**config.mk**
```make
export PLATFORM = sky130hd
export DESIGN_NAME = word_to_ascii_radix_formatter_core
export DESIGN_NICKNAME = d
export VERILOG_FILES = /design/src/sv/w2a_pkg.sv /design/src/sv/word_to_ascii_radix_formatter_core.sv
export VERILOG_INCLUDE_DIRS = /design/src /design/src/sv
export SDC_FILE = /design/constraint.sdc
export NUM_CORES = 1
export LEC_CHECK = 0
export BUFFER_PORTS_ARGS = -buffer_cell sky130_fd_sc_hd__buf_2
export CORE_ASPECT_RATIO = 0.8
export CORE_MARGIN = 2
export CORE_UTILIZATION = 62
export CTS_BUF_LIST = sky130_fd_sc_hd__clkbuf_4 sky130_fd_sc_hd__clkbuf_8 sky130_fd_sc_hd__clkbuf_16
export DETAILED_ROUTE_END_ITERATION = 10
export PLACE_DENSITY_LB_ADDON = 0.1
export SYNTH_ARGS = -nofsm -noshare
export SYNTH_HDL_FRONTEND = slang
export SYNTH_SLANG_ARGS = --single-unit
```
**constraint.sdc**
```tcl
create_clock -name clk -period 4.8 [get_ports clk]
set_input_delay 0.24 -clock clk [delete_from_list [all_inputs] [get_ports clk]]
set_output_delay 0.24 -clock clk [all_outputs]
set_load 0.05 [all_outputs]
```
**src/sv/word_to_ascii_radix_formatter_core_macros.svh**
```systemverilog
// Assertion macros for the word-to-ASCII formatter core.
`ifndef WORD_TO_ASCII_RADIX_FORMATTER_CORE_MACROS_SVH
`define WORD_TO_ASCII_RADIX_FORMATTER_CORE_MACROS_SVH

// Same-cycle implication, checked on every clock edge outside reset.
`define W2A_ASSERT_IMPL(lbl, ante, cons, msg) \
  lbl: assert property (@(posedge clk) disable iff (!rst_n) (ante) |-> (cons)) else $error(msg);

// Next-cycle implication, checked on every clock edge outside reset.
`define W2A_ASSERT_NEXT(lbl, ante, cons, msg) \
  lbl: assert property (@(posedge clk) disable iff (!rst_n) (ante) |=> (cons)) else $error(msg);

`endif

```
**src/sv/w2a_pkg.sv**
```systemverilog
// Shared constants and helper functions for the word-to-ASCII formatter.
package w2a_pkg;

  // Word geometry
  localparam int WORD_BITS  = 32;
  localparam int CNT_W      = $clog2(WORD_BITS + 1);
  // Decimal digits needed for the largest word: floor(bits * log10(2)) + 1
  localparam int DEC_DIGITS = (WORD_BITS * 1233) / 4096 + 1;
  localparam int HEX_DIGITS = (WORD_BITS + 3) / 4;
  localparam int OCT_DIGITS = (WORD_BITS + 2) / 3;
  localparam int OCT_PAD    = OCT_DIGITS * 3 - WORD_BITS;
  localparam int DIG_BITS   = 4 * DEC_DIGITS;

  // Format selector codes
  localparam logic [2:0] OP_SDEC = 3'd0;
  localparam logic [2:0] OP_UDEC = 3'd1;
  localparam logic [2:0] OP_HEX  = 3'd2;
  localparam logic [2:0] OP_OCT  = 3'd3;
  localparam logic [2:0] OP_BIN  = 3'd4;

  // Characters
  localparam logic [7:0] CH_ZERO  = 8'h30;
  localparam logic [7:0] CH_A     = 8'h61;
  localparam logic [7:0] CH_X     = 8'h78;
  localparam logic [7:0] CH_O     = 8'h6f;
  localparam logic [7:0] CH_B     = 8'h62;
  localparam logic [7:0] CH_MINUS = 8'h2d;
  localparam logic [7:0] CH_NL    = 8'h0a;

  typedef logic [WORD_BITS-1:0] word_t;

  // Reverse the whole low bytes; leftover high bits stay in place
  function automatic word_t byte_swap(input word_t v);
    word_t r;
    r = v;
    for (int k = 0; k < WORD_BITS / 8; k++) begin
      r[(WORD_BITS / 8 - 1 - k) * 8 +: 8] = v[k * 8 +: 8];
    end
    return r;
  endfunction

  // Digit value to lower-case ASCII
  function automatic logic [7:0] digit_char(input logic [3:0] d);
    logic [7:0] c;
    if (d < 4'd10) c = CH_ZERO + {4'd0, d};
    else           c = CH_A + {4'd0, d} - 8'd10;
    return c;
  endfunction

endpackage

```
**src/sv/word_to_ascii_radix_formatter_core.sv**
```systemverilog
// Word-to-ASCII radix formatter core: one word in, its text out a character at a time.
//
// Input channel (in_value, in_op, in_swap): a transfer happens when in_valid is
// high and in_stall low. in_stall stays high from the transfer until the
// newline of that item has been loaded into the output register.
// in_op selects signed decimal, unsigned decimal, "0x" hex, "0o" octal or
// "0b" binary; in_swap reverses the byte order of the word first.
// Output channel (out_text_char, out_last): one character per transfer, leading
// zeros suppressed, at least one digit, newline last with out_last high.
// Unused selector codes give only the newline.
// Sequence: decimal formats first run the shift-and-add-3 converter, one input
// bit per cycle, then scan the 10 BCD digits. Digit positions (10, 8, 11 or 32)
// are scanned one per cycle, emitted or suppressed, after any prefix characters
// and before the newline; a shown digit waits while the output stalls. The next
// input transfer can follow once the newline is loaded. A single digit shift
// register serves every format and one BCD adjust unit the decimal conversion.
// Output stalls hold the sequencer whenever it has a character to load; nothing
// is dropped.
// Reset (rst_n low, synchronous) returns to idle and clears the output valid.
`include "word_to_ascii_radix_formatter_core_macros.svh"

module word_to_ascii_radix_formatter_core (
  input  logic                       clk,
  input  logic                       rst_n,
  input  logic                       in_valid,
  output logic                       in_stall,
  input  logic [w2a_pkg::WORD_BITS-1:0] in_value,
  input  logic [2:0]                 in_op,
  input  logic                       in_swap,
  output logic                       out_valid,
  input  logic                       out_stall,
  output logic [7:0]                 out_text_char,
  output logic                       out_last
);
  import w2a_pkg::*;

  // Sequencer states
  localparam logic [2:0] S_IDLE = 3'd0;
  localparam logic [2:0] S_CONV = 3'd1;
  localparam logic [2:0] S_PFX0 = 3'd2;
  localparam logic [2:0] S_PFX1 = 3'd3;
  localparam logic [2:0] S_DIG  = 3'd4;
  localparam logic [2:0] S_NL   = 3'd5;

  logic [2:0]          state_r, state_nxt;
  logic [2:0]          op_r, op_nxt;
  logic                neg_r, neg_nxt;
  logic                seen_r, seen_nxt;
  logic [CNT_W-1:0]    cnt_r, cnt_nxt;
  word_t               bin_r, bin_nxt;
  logic [DIG_BITS-1:0] dig_r, dig_nxt;
  logic                out_valid_r, out_valid_nxt;
  logic [7:0]          out_char_r, out_char_nxt;
  logic                out_last_r, out_last_nxt;

  word_t               in_word;
  logic [DIG_BITS-1:0] bcd_adj;
  logic [DIG_BITS-1:0] dig_shift;
  logic [3:0]          top_dig;
  logic                is_dec;
  logic                slot_free;
  logic                dig_show;
  logic [7:0]          tag_char;

  assign in_word   = in_swap ? byte_swap(in_value) : in_value;
  assign is_dec    = (op_r == OP_SDEC) || (op_r == OP_UDEC);
  assign slot_free = !out_valid_r || !out_stall;

  // BCD add-3 adjust on every digit lane
  always_comb begin
    for (int i = 0; i < DEC_DIGITS; i++) begin
      if (dig_r[4 * i +: 4] >= 4'd5) bcd_adj[4 * i +: 4] = dig_r[4 * i +: 4] + 4'd3;
      else                           bcd_adj[4 * i +: 4] = dig_r[4 * i +: 4];
    end
  end

  // Top digit and shift by the digit width of the format
  always_comb begin
    case (op_r)
      OP_OCT: begin
        top_dig   = {1'b0, dig_r[DIG_BITS-1 -: 3]};
        dig_shift = dig_r << 3;
      end
      OP_BIN: begin
        top_dig   = {3'd0, dig_r[DIG_BITS-1]};
        dig_shift = dig_r << 1;
      end
      default: begin
        top_dig   = dig_r[DIG_BITS-1 -: 4];
        dig_shift = dig_r << 4;
      end
    endcase
  end

  assign dig_show = (top_dig != 4'd0) || seen_r || (cnt_r == CNT_W'(1));

  // Radix tag character
  always_comb begin
    case (op_r)
      OP_HEX:  tag_char = CH_X;
      OP_OCT:  tag_char = CH_O;
      default: tag_char = CH_B;
    endcase
  end

  // Sequencer
  always_comb begin
    state_nxt     = state_r;
    op_nxt        = op_r;
    neg_nxt       = neg_r;
    seen_nxt      = seen_r;
    cnt_nxt       = cnt_r;
    bin_nxt       = bin_r;
    dig_nxt       = dig_r;
    out_valid_nxt = out_valid_r && out_stall;
    out_char_nxt  = out_char_r;
    out_last_nxt  = out_last_r;

    case (state_r)
      S_IDLE: begin
        if (in_valid) begin
          op_nxt   = in_op;
          neg_nxt  = (in_op == OP_SDEC) && in_word[WORD_BITS-1];
          seen_nxt = 1'b0;
          case (in_op)
            OP_SDEC, OP_UDEC: begin
              bin_nxt   = ((in_op == OP_SDEC) && in_word[WORD_BITS-1]) ?
                          (~in_word + word_t'(1)) : in_word;
              dig_nxt   = '0;
              cnt_nxt   = CNT_W'(WORD_BITS);
              state_nxt = S_CONV;
            end
            OP_HEX: begin
              dig_nxt   = DIG_BITS'(in_word) << (DIG_BITS - 4 * HEX_DIGITS);
              cnt_nxt   = CNT_W'(HEX_DIGITS);
              state_nxt = S_PFX0;
            end
            OP_OCT: begin
              dig_nxt   = DIG_BITS'(in_word) << (DIG_BITS - WORD_BITS - OCT_PAD);
              cnt_nxt   = CNT_W'(OCT_DIGITS);
              state_nxt = S_PFX0;
            end
            OP_BIN: begin
              dig_nxt   = DIG_BITS'(in_word) << (DIG_BITS - WORD_BITS);
              cnt_nxt   = CNT_W'(WORD_BITS);
              state_nxt = S_PFX0;
            end
            default: state_nxt = S_NL;
          endcase
        end
      end

      // Shift-and-add-3: one magnitude bit into the BCD register per cycle
      S_CONV: begin
        dig_nxt = {bcd_adj[DIG_BITS-2:0], bin_r[WORD_BITS-1]};
        bin_nxt = bin_r << 1;
        cnt_nxt = cnt_r - CNT_W'(1);
        if (cnt_r == CNT_W'(1)) begin
          cnt_nxt   = CNT_W'(DEC_DIGITS);
          state_nxt = neg_r ? S_PFX0 : S_DIG;
        end
      end

      // '-' for negative decimal, else the leading '0' of a radix prefix
      S_PFX0: begin
        if (slot_free) begin
          out_valid_nxt = 1'b1;
          out_char_nxt  = is_dec ? CH_MINUS : CH_ZERO;
          out_last_nxt  = 1'b0;
          state_nxt     = is_dec ? S_DIG : S_PFX1;
        end
      end

      S_PFX1: begin
        if (slot_free) begin
          out_valid_nxt = 1'b1;
          out_char_nxt  = tag_char;
          out_last_nxt  = 1'b0;
          state_nxt     = S_DIG;
        end
      end

      // One digit position per cycle, leading zeros skipped; a shown digit waits while the output stalls
      S_DIG: begin
        if (slot_free || !dig_show) begin
          if (dig_show) begin
            out_valid_nxt = 1'b1;
            out_char_nxt  = digit_char(top_dig);
            out_last_nxt  = 1'b0;
            seen_nxt      = 1'b1;
          end
          dig_nxt = dig_shift;
          cnt_nxt = cnt_r - CNT_W'(1);
          if (cnt_r == CNT_W'(1)) state_nxt = S_NL;
        end
      end

      S_NL: begin
        if (slot_free) begin
          out_valid_nxt = 1'b1;
          out_char_nxt  = CH_NL;
          out_last_nxt  = 1'b1;
          state_nxt     = S_IDLE;
        end
      end

      default: state_nxt = S_IDLE;
    endcase
  end

  // Control registers
  always_ff @(posedge clk) begin
    if (!rst_n) begin
      state_r     <= S_IDLE;
      out_valid_r <= 1'b0;
    end else begin
      state_r     <= state_nxt;
      out_valid_r <= out_valid_nxt;
    end
  end

  // Datapath registers
  always_ff @(posedge clk) begin
    op_r       <= op_nxt;
    neg_r      <= neg_nxt;
    seen_r     <= seen_nxt;
    cnt_r      <= cnt_nxt;
    bin_r      <= bin_nxt;
    dig_r      <= dig_nxt;
    out_char_r <= out_char_nxt;
    out_last_r <= out_last_nxt;
  end

  assign in_stall      = (state_r != S_IDLE);
  assign out_valid     = out_valid_r;
  assign out_text_char = out_char_r;
  assign out_last      = out_last_r;

  // Checks
  `W2A_ASSERT_NEXT(a_busy_after_xfer, in_valid && !in_stall, state_r != S_IDLE,
    "sequencer did not leave idle after an input transfer")
  `W2A_ASSERT_IMPL(a_cnt_live, (state_r == S_CONV) || (state_r == S_DIG), cnt_r != '0,
    "digit counter ran out while converting or scanning")
  `W2A_ASSERT_IMPL(a_last_digit_shown, ($past(state_r) == S_DIG) && (state_r == S_NL),
    seen_r, "no digit emitted before the newline")
endmodule
```
==> results of run 1 <==
power by group through the flow:
stage	logic [mW]	clock network [mW]	registers (mW)
floorplan	1.91	0	1.90
global placement	2.46	0	1.93
detailed placement	2.54	0	1.96
CTS	2.56	0.764	1.94
global route	2.90	0.784	2.01
finish	2.60	0.752	1.96
cell type report:
type,instances,area (µm²)
multi-input combinational,714,4560
fill,979,3850
sequential,95,2810
timing repair buffer,58,313
clock buffer,10,239
tap,152,190
inverter,33,124
clock inverter,6,67.6
path summary, 6_finish.rpt:
| path | depth (start not counted) | end |
|---|---|---|
| setup reg to reg | 9 | dig_r[29]$_DFFE_PP_ |
| setup / recovery | 9 | dig_r[29]$_DFFE_PP_ |
| hold / removal | 2 | state_r[2]$_SDFFE_PN0P_ |
| hold reg to reg | 2 | bin_r[14]$_DFFE_PP_ |
synthesized netlist by cell type (17+ instances only):
cell / instances
o21ai_0: 48
mux2i_1: 52
ha_1: 25
clkbuf_1: 44
nor3b_1: 17
inv_1: 31
o22ai_1: 34
nor3_1: 19
nor2_1: 118
edfxtp_1: 91
a22oi_1: 18
xnor2_1: 17
xor2_1: 27
a21oi_1: 103
nand2_1: 62
sequential cells by signal (all words and copies together) (netlist names), 3 cells and up:
| name | count |
|---|---|
| dig_r | 40 |
| bin_r | 32 |
| out_text_char | 7 |
| cnt_r | 6 |
| op_r | 3 |
| state_r | 3 |
metrics by stage:
stage	power, mW	utilization (%)
global placement	4.39	65.8
finish	5.31	68.3
detailed placement	4.49	65.8
global route	5.70	68.3
CTS	5.27	68.3
floorplan	3.81	-
logic make-up (layout without fill, tap and decap cells):
group,count (synthesis),after routing
other cells,1,1
buf+inv,91,107
flops,95,95
compound gates,307,307
simple gates,284,284
fa+ha+maj,25,25
mux,53,53
xor+xnor,44,44
critical path, stage by stage (launching register included):
cell      delay (ns)
edfxtp_1        0.55
or3b_1          0.69
nand3_1         0.18
o21ai_0         0.15
inv_1           0.16
ha_1            0.17
o311a_1         0.21
a31oi_1         0.17
o21ai_0         0.23
and3_2          0.84
per-layer routing:
| metal | global-route usage (%) | vias up | share of wire (%) |
|---|---|---|---|
| met5 | 0 | - | 0 |
| met2 | 45.6 | 373 | 43 |
| met4 | 4.81 | 0 | 0.77 |
| li1 | - | 3397 | - |
| met1 | 51.2 | 3403 | 47 |
| met3 | 6.61 | 21 | 9.6 |
==> impl_metrics.yaml, run 1 <==
global_routing:
  grt_overflow: 0
  antenna_found_initial: 0
  grt_pass1_vias: 6398
  grt_first_pass_wirelength_um: 34000
  grt_usage_pct: 32.1
  grt_max_degree: 65
synthesis:
  synth-compound-area-share_pct: 25.2
  syn_inst: 900
  async_reset_ff_share_pct: 0
  netlist_top_cells_area: "edfxtp_1 35%, mux2i_1 6.7%, a21oi_1 6.7%, nor2_1 5.7%, ha_1 4.1%"
  synth_seq_area_share_pct: 36.5
  synth.area.mux_share_pct: 6.89
  synth_xor_area_share_pct: 5.00
  synth_top_family_by_area: "compound AO/OA/AOI/OAI gates"
  yosysUniqueCellTypes: 70
  avgSynthCellArea_um2: 8.57
  ys.flop_type: "edfxtp_1"
  synthAdderAreaFrac_pct: 4.06
  yosys.area_share.simple_pct: 17.7
  yosys.area.top_type: "edfxtp_1"
  synth_area_um2: 7710
  ys_ff_latch: 95
  netlist.area_leader.share_pct: 35.4
  synth_edf_count: 91
  ys_warn_count: 0
  synth_nets: 965
cts:
  cts_hold_buffers: 0
  post_cts_buffers: 0
  clk_path_buf_depth: 2
  cts_tree: "yes"
  clk_latency_ns: 0.35
  clkTransAtPathRegs_ns: 0.07
  numCtsBuffers: 9
  clock-sinks: 95
  htree_levels: 3
  root_buffer: "clkbuf_16"
  cts.repair.resized: 0
timing:
  fin_crit_ns: 3.76
  rsz0062_at_grt: "no"
  tightest_slew_ns: 1.25
  drv_slew: 0
  setup_viol: 0
  skew_ns: 0.0100
  timing.final.crit_share_pct: 78.3
  fin_ws_ns: 1.04
  setup_tns_ns: 0
  hold_viol_final: 0
  fmax_ghz: 0.266
  hold_ws_ns: 0.160
  slew_headroom_pct: 16.4
setup_path:
  cp-start-kind: "register"
  cp.arrival_ns: 3.73
  end_kind: "register"
  worstPathRequired_ns: 4.77
  reg2reg_slack_ns: 1.04
  criticalPathCategory: "reg -> reg"
  cp_max_fo: 40
  startpoint: "op_r[1]$_DFFE_PP_"
  r2r_start: "op_r[1]$_DFFE_PP_"
cells_and_area:
  final_cell_area_um2: 8310
  mostFrequentLayoutCells: "117 x nor2_1, 103 x a21oi_1, 91 x edfxtp_1"
  drive_gt1_share_pct: 10.3
  final_common_cell: "nor2_1"
  syn_to_final_growth_pct: 7.74
  diodes: 0
  final_cell_count_no_fill: 1068
  nets: 976
floorplan:
  die_height_um: 104
  rows: 36
  fp.coreArea_um2: 12200
  fp.dieArea_um2: 13400
  io-pin-count: 51
  initial_core_util_pct: 63.4
  die_w_um: 129
pwr:
  pwr-share-comb_pct: 48.9
  intPower_mw: 2.86
  p_switching_mw: 2.44
  swShare_pct: 46.0
  powerDensity_nw_per_um2: 639
  ir_drop_mv: 0.454
  seqPwrFrac_pct: 36.9
  pwr-share-clk_pct: 14.2
  power_leakage_nw: 3.26
routing:
  drt_wl_total_um: 21500
  drc_errors: 0
  wl_per_cell_um: 20.2
  vias: 7194
  ant_nets: 0
  drt_iter0_markers: 1034
  dr.pass1.iters: 6
  vias_per_cell: 6.74
run_status:
  outcome: "finished clean"
place:
  pre_cts_slack_ns: 1.09
  gp_congestion: 1.03
  io_buffers: 49
  place_hpwl_um: 14800
  dp.cells: 1052
  dpl-instance-area_um2: 8000
hold_path:
  hold_class: "in -> reg"
  min_from: "rst_n"
flow_run:
  cap_violations: 0
No activity file was read; power rests on OpenSTA's default activity.
==> inputs of run 2 (changes only) <==
clock period = 3.5 ns   (was 4.8 ns; I/O delays follow)
==> impl_metrics.yaml, run 2 (synthesis gave the netlist of run 1 again) <==
run_status:
  outcome: "finished clean"
cells_and_area:
  mostFrequentLayoutCells: "117 x nor2_1, 103 x a21oi_1, 91 x edfxtp_1"
  final_common_cell: "nor2_1"
  final_cell_area_um2: 8440
  regMostFlops: "dig_r"
  drive_gt1_share_pct: 11.2
  largest_reg_flops: 40
  multiInputGateArea_um2: 4560
  regArea_um2: 2810
  diodes: 0
  fill_cells: 939
  syn_to_final_growth_pct: 9.44
  nets: 988
setup_path:
  reg2reg_slack_ns: 0.21
  cpLargestDelayFamily: "compound AO/OA/AOI/OAI gates"
  path_cells: "or3b_1 -> buf_4 -> nand3_1 -> o221a_2 -> ha_1 -> o311a_1 -> a31oi_1 -> o21ai_0 -> and3_2 -> buf_12"
  cp_max_fo: 40
  worstPathRequired_ns: 3.54
  crit_slowest_cell: "edfxtp_1"
  end_kind: "register"
  startpoint: "op_r[1]$_DFFE_PP_"
  cp.arrival_ns: 3.32
  r2r_start: "op_r[1]$_DFFE_PP_"
  r2r-end: "dig_r[1]$_SDFFCE_PP0P_"
  path_buf_inv: 2
  cp-start-kind: "register"
  critPathMaxStageDelay_ns: 0.54
  rr_worst_depth: 10
  criticalPathCategory: "reg -> reg"
floorplan:
  io-pin-count: 51
  initial_core_util_pct: 63.4
  rows: 36
  die_w_um: 129
  fp.dieArea_um2: 13400
  fp.coreArea_um2: 12200
  die_height_um: 104
routing:
  drt_iter0_markers: 956
  drc_errors: 0
  dr.pass1.iters: 8
  wl_per_cell_um: 20.1
  vias: 7309
  ant_nets: 0
  vias_per_cell: 6.77
  drt_wl_total_um: 21700
timing:
  setup_viol: 0
  setup_tns_ns: 0
  tightest_slew_ns: 1.11
  slew_headroom_pct: 25.8
  rsz0062_at_grt: "no"
  skew_ns: 0.0107
  fin_crit_ns: 3.29
  fmax_ghz: 0.304
  drv_slew: 0
  timing.final.crit_share_pct: 93.9
  fin_ws_ns: 0.213
  hold_viol_final: 0
place:
  place_hpwl_um: 14900
  dpl-instance-area_um2: 8130
  io_buffers: 49
  pre_cts_slack_ns: 0.322
  gp_congestion: 1.02
hold_path:
  min_from: "rst_n"
  min_path_cells: 2
  min_to: "state_r[2]$_SDFFE_PN0P_"
  hold_class: "in -> reg"
cts:
  clk_latency_ns: 0.35
  clk_path_buf_depth: 2
  clkTransAtPathRegs_ns: 0.07
  root_buffer: "clkbuf_16"
  clock-sinks: 95
  cts_hold_buffers: 0
  cts.repair.resized: 0
  post_cts_buffers: 0
  numCtsBuffers: 9
  htree_levels: 3
  cts_tree: "yes"
pwr:
  power_leakage_nw: 3.34
  powerDensity_nw_per_um2: 883
  ir_drop_mv: 0.631
global_routing:
  grt_overflow: 0
  grt_first_pass_wirelength_um: 34500
  grt_usage_pct: 32.5
  grt_max_degree: 65
  grt_pass1_vias: 6704
  antenna_found_initial: 0
flow_run:
  cap_violations: 0
==> run 2: cell count changes in the layout (fill, tap and decap cells not counted), sizes merged <==
cell / before / now
bufinv: 1 / 2
clkbuf: 10 / 9
buf: 58 / 70
clkinvlp: 2 / 1
==> run 2: worst max-delay path by stage <==
stage                              to  slack, ns  cells after the start
2_1_floorplan  bin_r[0]$_SDFFCE_PP0P_       0.02                      4
3_3_place_gp      dig_r[19]$_DFFE_PP_       0.39                     10
3_5_place_dp      dig_r[18]$_DFFE_PP_       0.32                     10
4_1_cts        dig_r[6]$_SDFFCE_PP0P_       0.29                     10
5_1_grt        dig_r[1]$_SDFFCE_PP0P_       0.08                     10
6_report       dig_r[1]$_SDFFCE_PP0P_       0.21                     10
==> run 2: layout make-up <==
type,count,area share [%]
multi-input combinational,714,54.1
sequential,95,33.3
timing repair buffer,70,5.22
clock buffer,9,2.67
tap,152,2.25
inverter,33,1.47
clock inverter,6,1.01
==> run 2: through the flow <==
stage	hold slack (ns)	total power, mW	cells	utilization (%)
after floorplan	0.274	5.23	900	-
after global placement	0.423	6.11	1064	66.9
after detailed placement	0.441	6.27	1064	66.9
after CTS	0.0913	7.38	1079	69.4
after global routing	0.106	7.94	1079	69.4
final	0.0991	7.45	1079	69.4
==> run 2: report_power, final <==
part,internal (mW),leakage (nW),total (mW),switching [mW]
logic,1.33,2.27,3.76,2.43
registers,2.10,0.928,2.62,0.525
clock network,0.621,0.149,1.06,0.442
total,4.05,3.34,7.45,3.40
==> run 2: layer usage <==
| metal | GRT usage, % | routed length [µm] | vias up |
|---|---|---|---|
| li1 | - | - | 3431 |
| met1 | 49.3 | 9860 | 3458 |
| met2 | 46.1 | 9190 | 390 |
| met3 | 8.26 | 2310 | 30 |
| met4 | 8.07 | 300 | 0 |
| met5 | 0 | 0 | - |
==> inputs of run 3 (changes only) <==
--- a/config.mk
+++ b/config.mk
@@ -17,2 +17,3 @@
 export SYNTH_HDL_FRONTEND = slang
 export SYNTH_SLANG_ARGS = --single-unit
+export TNS_END_PERCENT = 100
==> constraint.sdc (replaced) <==
create_clock -name clk -period 3.5 [get_ports clk]
set_input_delay 0.525 -clock clk [delete_from_list [all_inputs] [get_ports clk]]
set_output_delay 0.525 -clock clk [all_outputs]
set_load 0.05 [all_outputs]
==> impl_metrics.yaml, run 3 (synthesis gave the netlist of run 1 again) <==
run_status:
  outcome: "finished clean"
timing:
  slew_headroom_pct: 21.8
  hold_viol_final: 0
  fin_crit_ns: 3.22
  hold_ws_ns: 0.431
  skew_ns: 0.0111
  tightest_slew_ns: 1.17
  fin_ws_ns: 0.282
  timing.final.crit_share_pct: 91.9
  fmax_ghz: 0.311
  drv_slew: 0
  rsz0062_at_grt: "no"
  setup_viol: 0
  setup_tns_ns: 0
cts:
  cts_tree: "yes"
  clock-sinks: 95
  numCtsBuffers: 9
  clk_latency_ns: 0.36
  cts_hold_buffers: 0
  clkTransAtPathRegs_ns: 0.07
  post_cts_buffers: 0
  clk_path_buf_depth: 2
  root_buffer: "clkbuf_16"
  cts.repair.resized: 0
  htree_levels: 3
hold_path:
  hold_class: "in -> reg"
cells_and_area:
  drive_gt1_share_pct: 11.8
  final_common_cell: "nor2_1"
  nets: 992
  regMostFlops: "dig_r"
  fin_util_pct: 69.6
  diodes: 0
  mostFrequentLayoutCells: "117 x nor2_1, 103 x a21oi_1, 91 x edfxtp_1"
  largest_reg_flops: 40
  final_cell_area_um2: 8460
  syn_to_final_growth_pct: 9.68
setup_path:
  end_kind: "register"
  path_buf_inv: 2
  reg2reg_slack_ns: 0.28
  cpLargestDelayFamily: "compound AO/OA/AOI/OAI gates"
  criticalPathCategory: "reg -> reg"
  cp.arrival_ns: 3.25
  cp_max_fo: 40
  crit_slowest_cell: "edfxtp_1"
  critPathMaxStageDelay_ns: 0.55
  worstPathRequired_ns: 3.54
  cp-start-kind: "register"
  path_cells: "or3b_1 -> buf_4 -> nand3_1 -> o221a_2 -> ha_1 -> o311a_1 -> a31oi_1 -> o21ai_0 -> and3_2 -> buf_12"
place:
  dpl-instance-area_um2: 8140
  io_buffers: 49
  pre_cts_slack_ns: 0.376
  place_hpwl_um: 15500
  gp_congestion: 0.962
global_routing:
  antenna_found_initial: 0
  grt_usage_pct: 32.9
  grt_pass1_vias: 6472
  grt_max_degree: 65
  grt_first_pass_wirelength_um: 34500
  grt_overflow: 0
floorplan:
  fp.coreArea_um2: 12200
  rows: 36
  die_height_um: 104
  die_w_um: 129
  initial_core_util_pct: 63.4
  io-pin-count: 51
  fp.dieArea_um2: 13400
routing:
  vias_per_cell: 6.66
  drt_wl_total_um: 22000
  wl_per_cell_um: 20.3
  vias: 7215
  ant_nets: 0
  drt_iter0_markers: 1028
  drc_errors: 0
  dr.pass1.iters: 8
pwr:
  powerDensity_nw_per_um2: 879
  power_leakage_nw: 3.36
  ir_drop_mv: 0.537
flow_run:
  cap_violations: 0
-- run 3: worst paths after layout --
| check | from | to | cells after the start |
|---|---|---|---|
| worst min register to register | bin_r[13]$_DFFE_PP_ | bin_r[14]$_DFFE_PP_ | 2 |
| worst max register to register | op_r[1]$_DFFE_PP_ | dig_r[1]$_SDFFCE_PP0P_ | 10 |
| worst max-delay path | op_r[1]$_DFFE_PP_ | dig_r[1]$_SDFFCE_PP0P_ | 10 |
| worst min-delay path | rst_n | state_r[2]$_SDFFE_PN0P_ | 2 |
-- run 3: metrics by stage --
step	instances	power, mW
floorplan	900	5.23
global placement	1068	6.10
detailed placement	1068	6.27
CTS	1084	7.38
global route	1084	7.96
finish	1084	7.44
-- run 3: metal layers --
| metal | GRT usage (%) | part of all wire [%] | up-vias |
|---|---|---|---|
| li1 | - | - | 3429 |
| met1 | 51.9 | 47 | 3406 |
| met2 | 44.7 | 41 | 359 |
| met3 | 8.78 | 10 | 21 |
| met4 | 7.30 | 1.0 | 0 |
| met5 | 0 | 0 | - |
-- run 3: cell type report --
class | instances | area (µm²)
Multi-Input combinational cell | 714 | 4560
Fill cell | 993 | 3700
Sequential cell | 95 | 2810
Timing Repair Buffer | 74 | 445
Clock buffer | 12 | 254
Tap cell | 152 | 190
Inverter | 33 | 124
Clock inverter | 4 | 70.1
-- run 3: power breakdown --
| group | switching, mW | total, mW | internal (mW) |
|---|---|---|---|
| registers | 0.557 | 2.66 | 2.10 |
| logic | 2.38 | 3.69 | 1.31 |
| clock network | 0.430 | 1.09 | 0.660 |
| total | 3.37 | 7.44 | 4.07 |
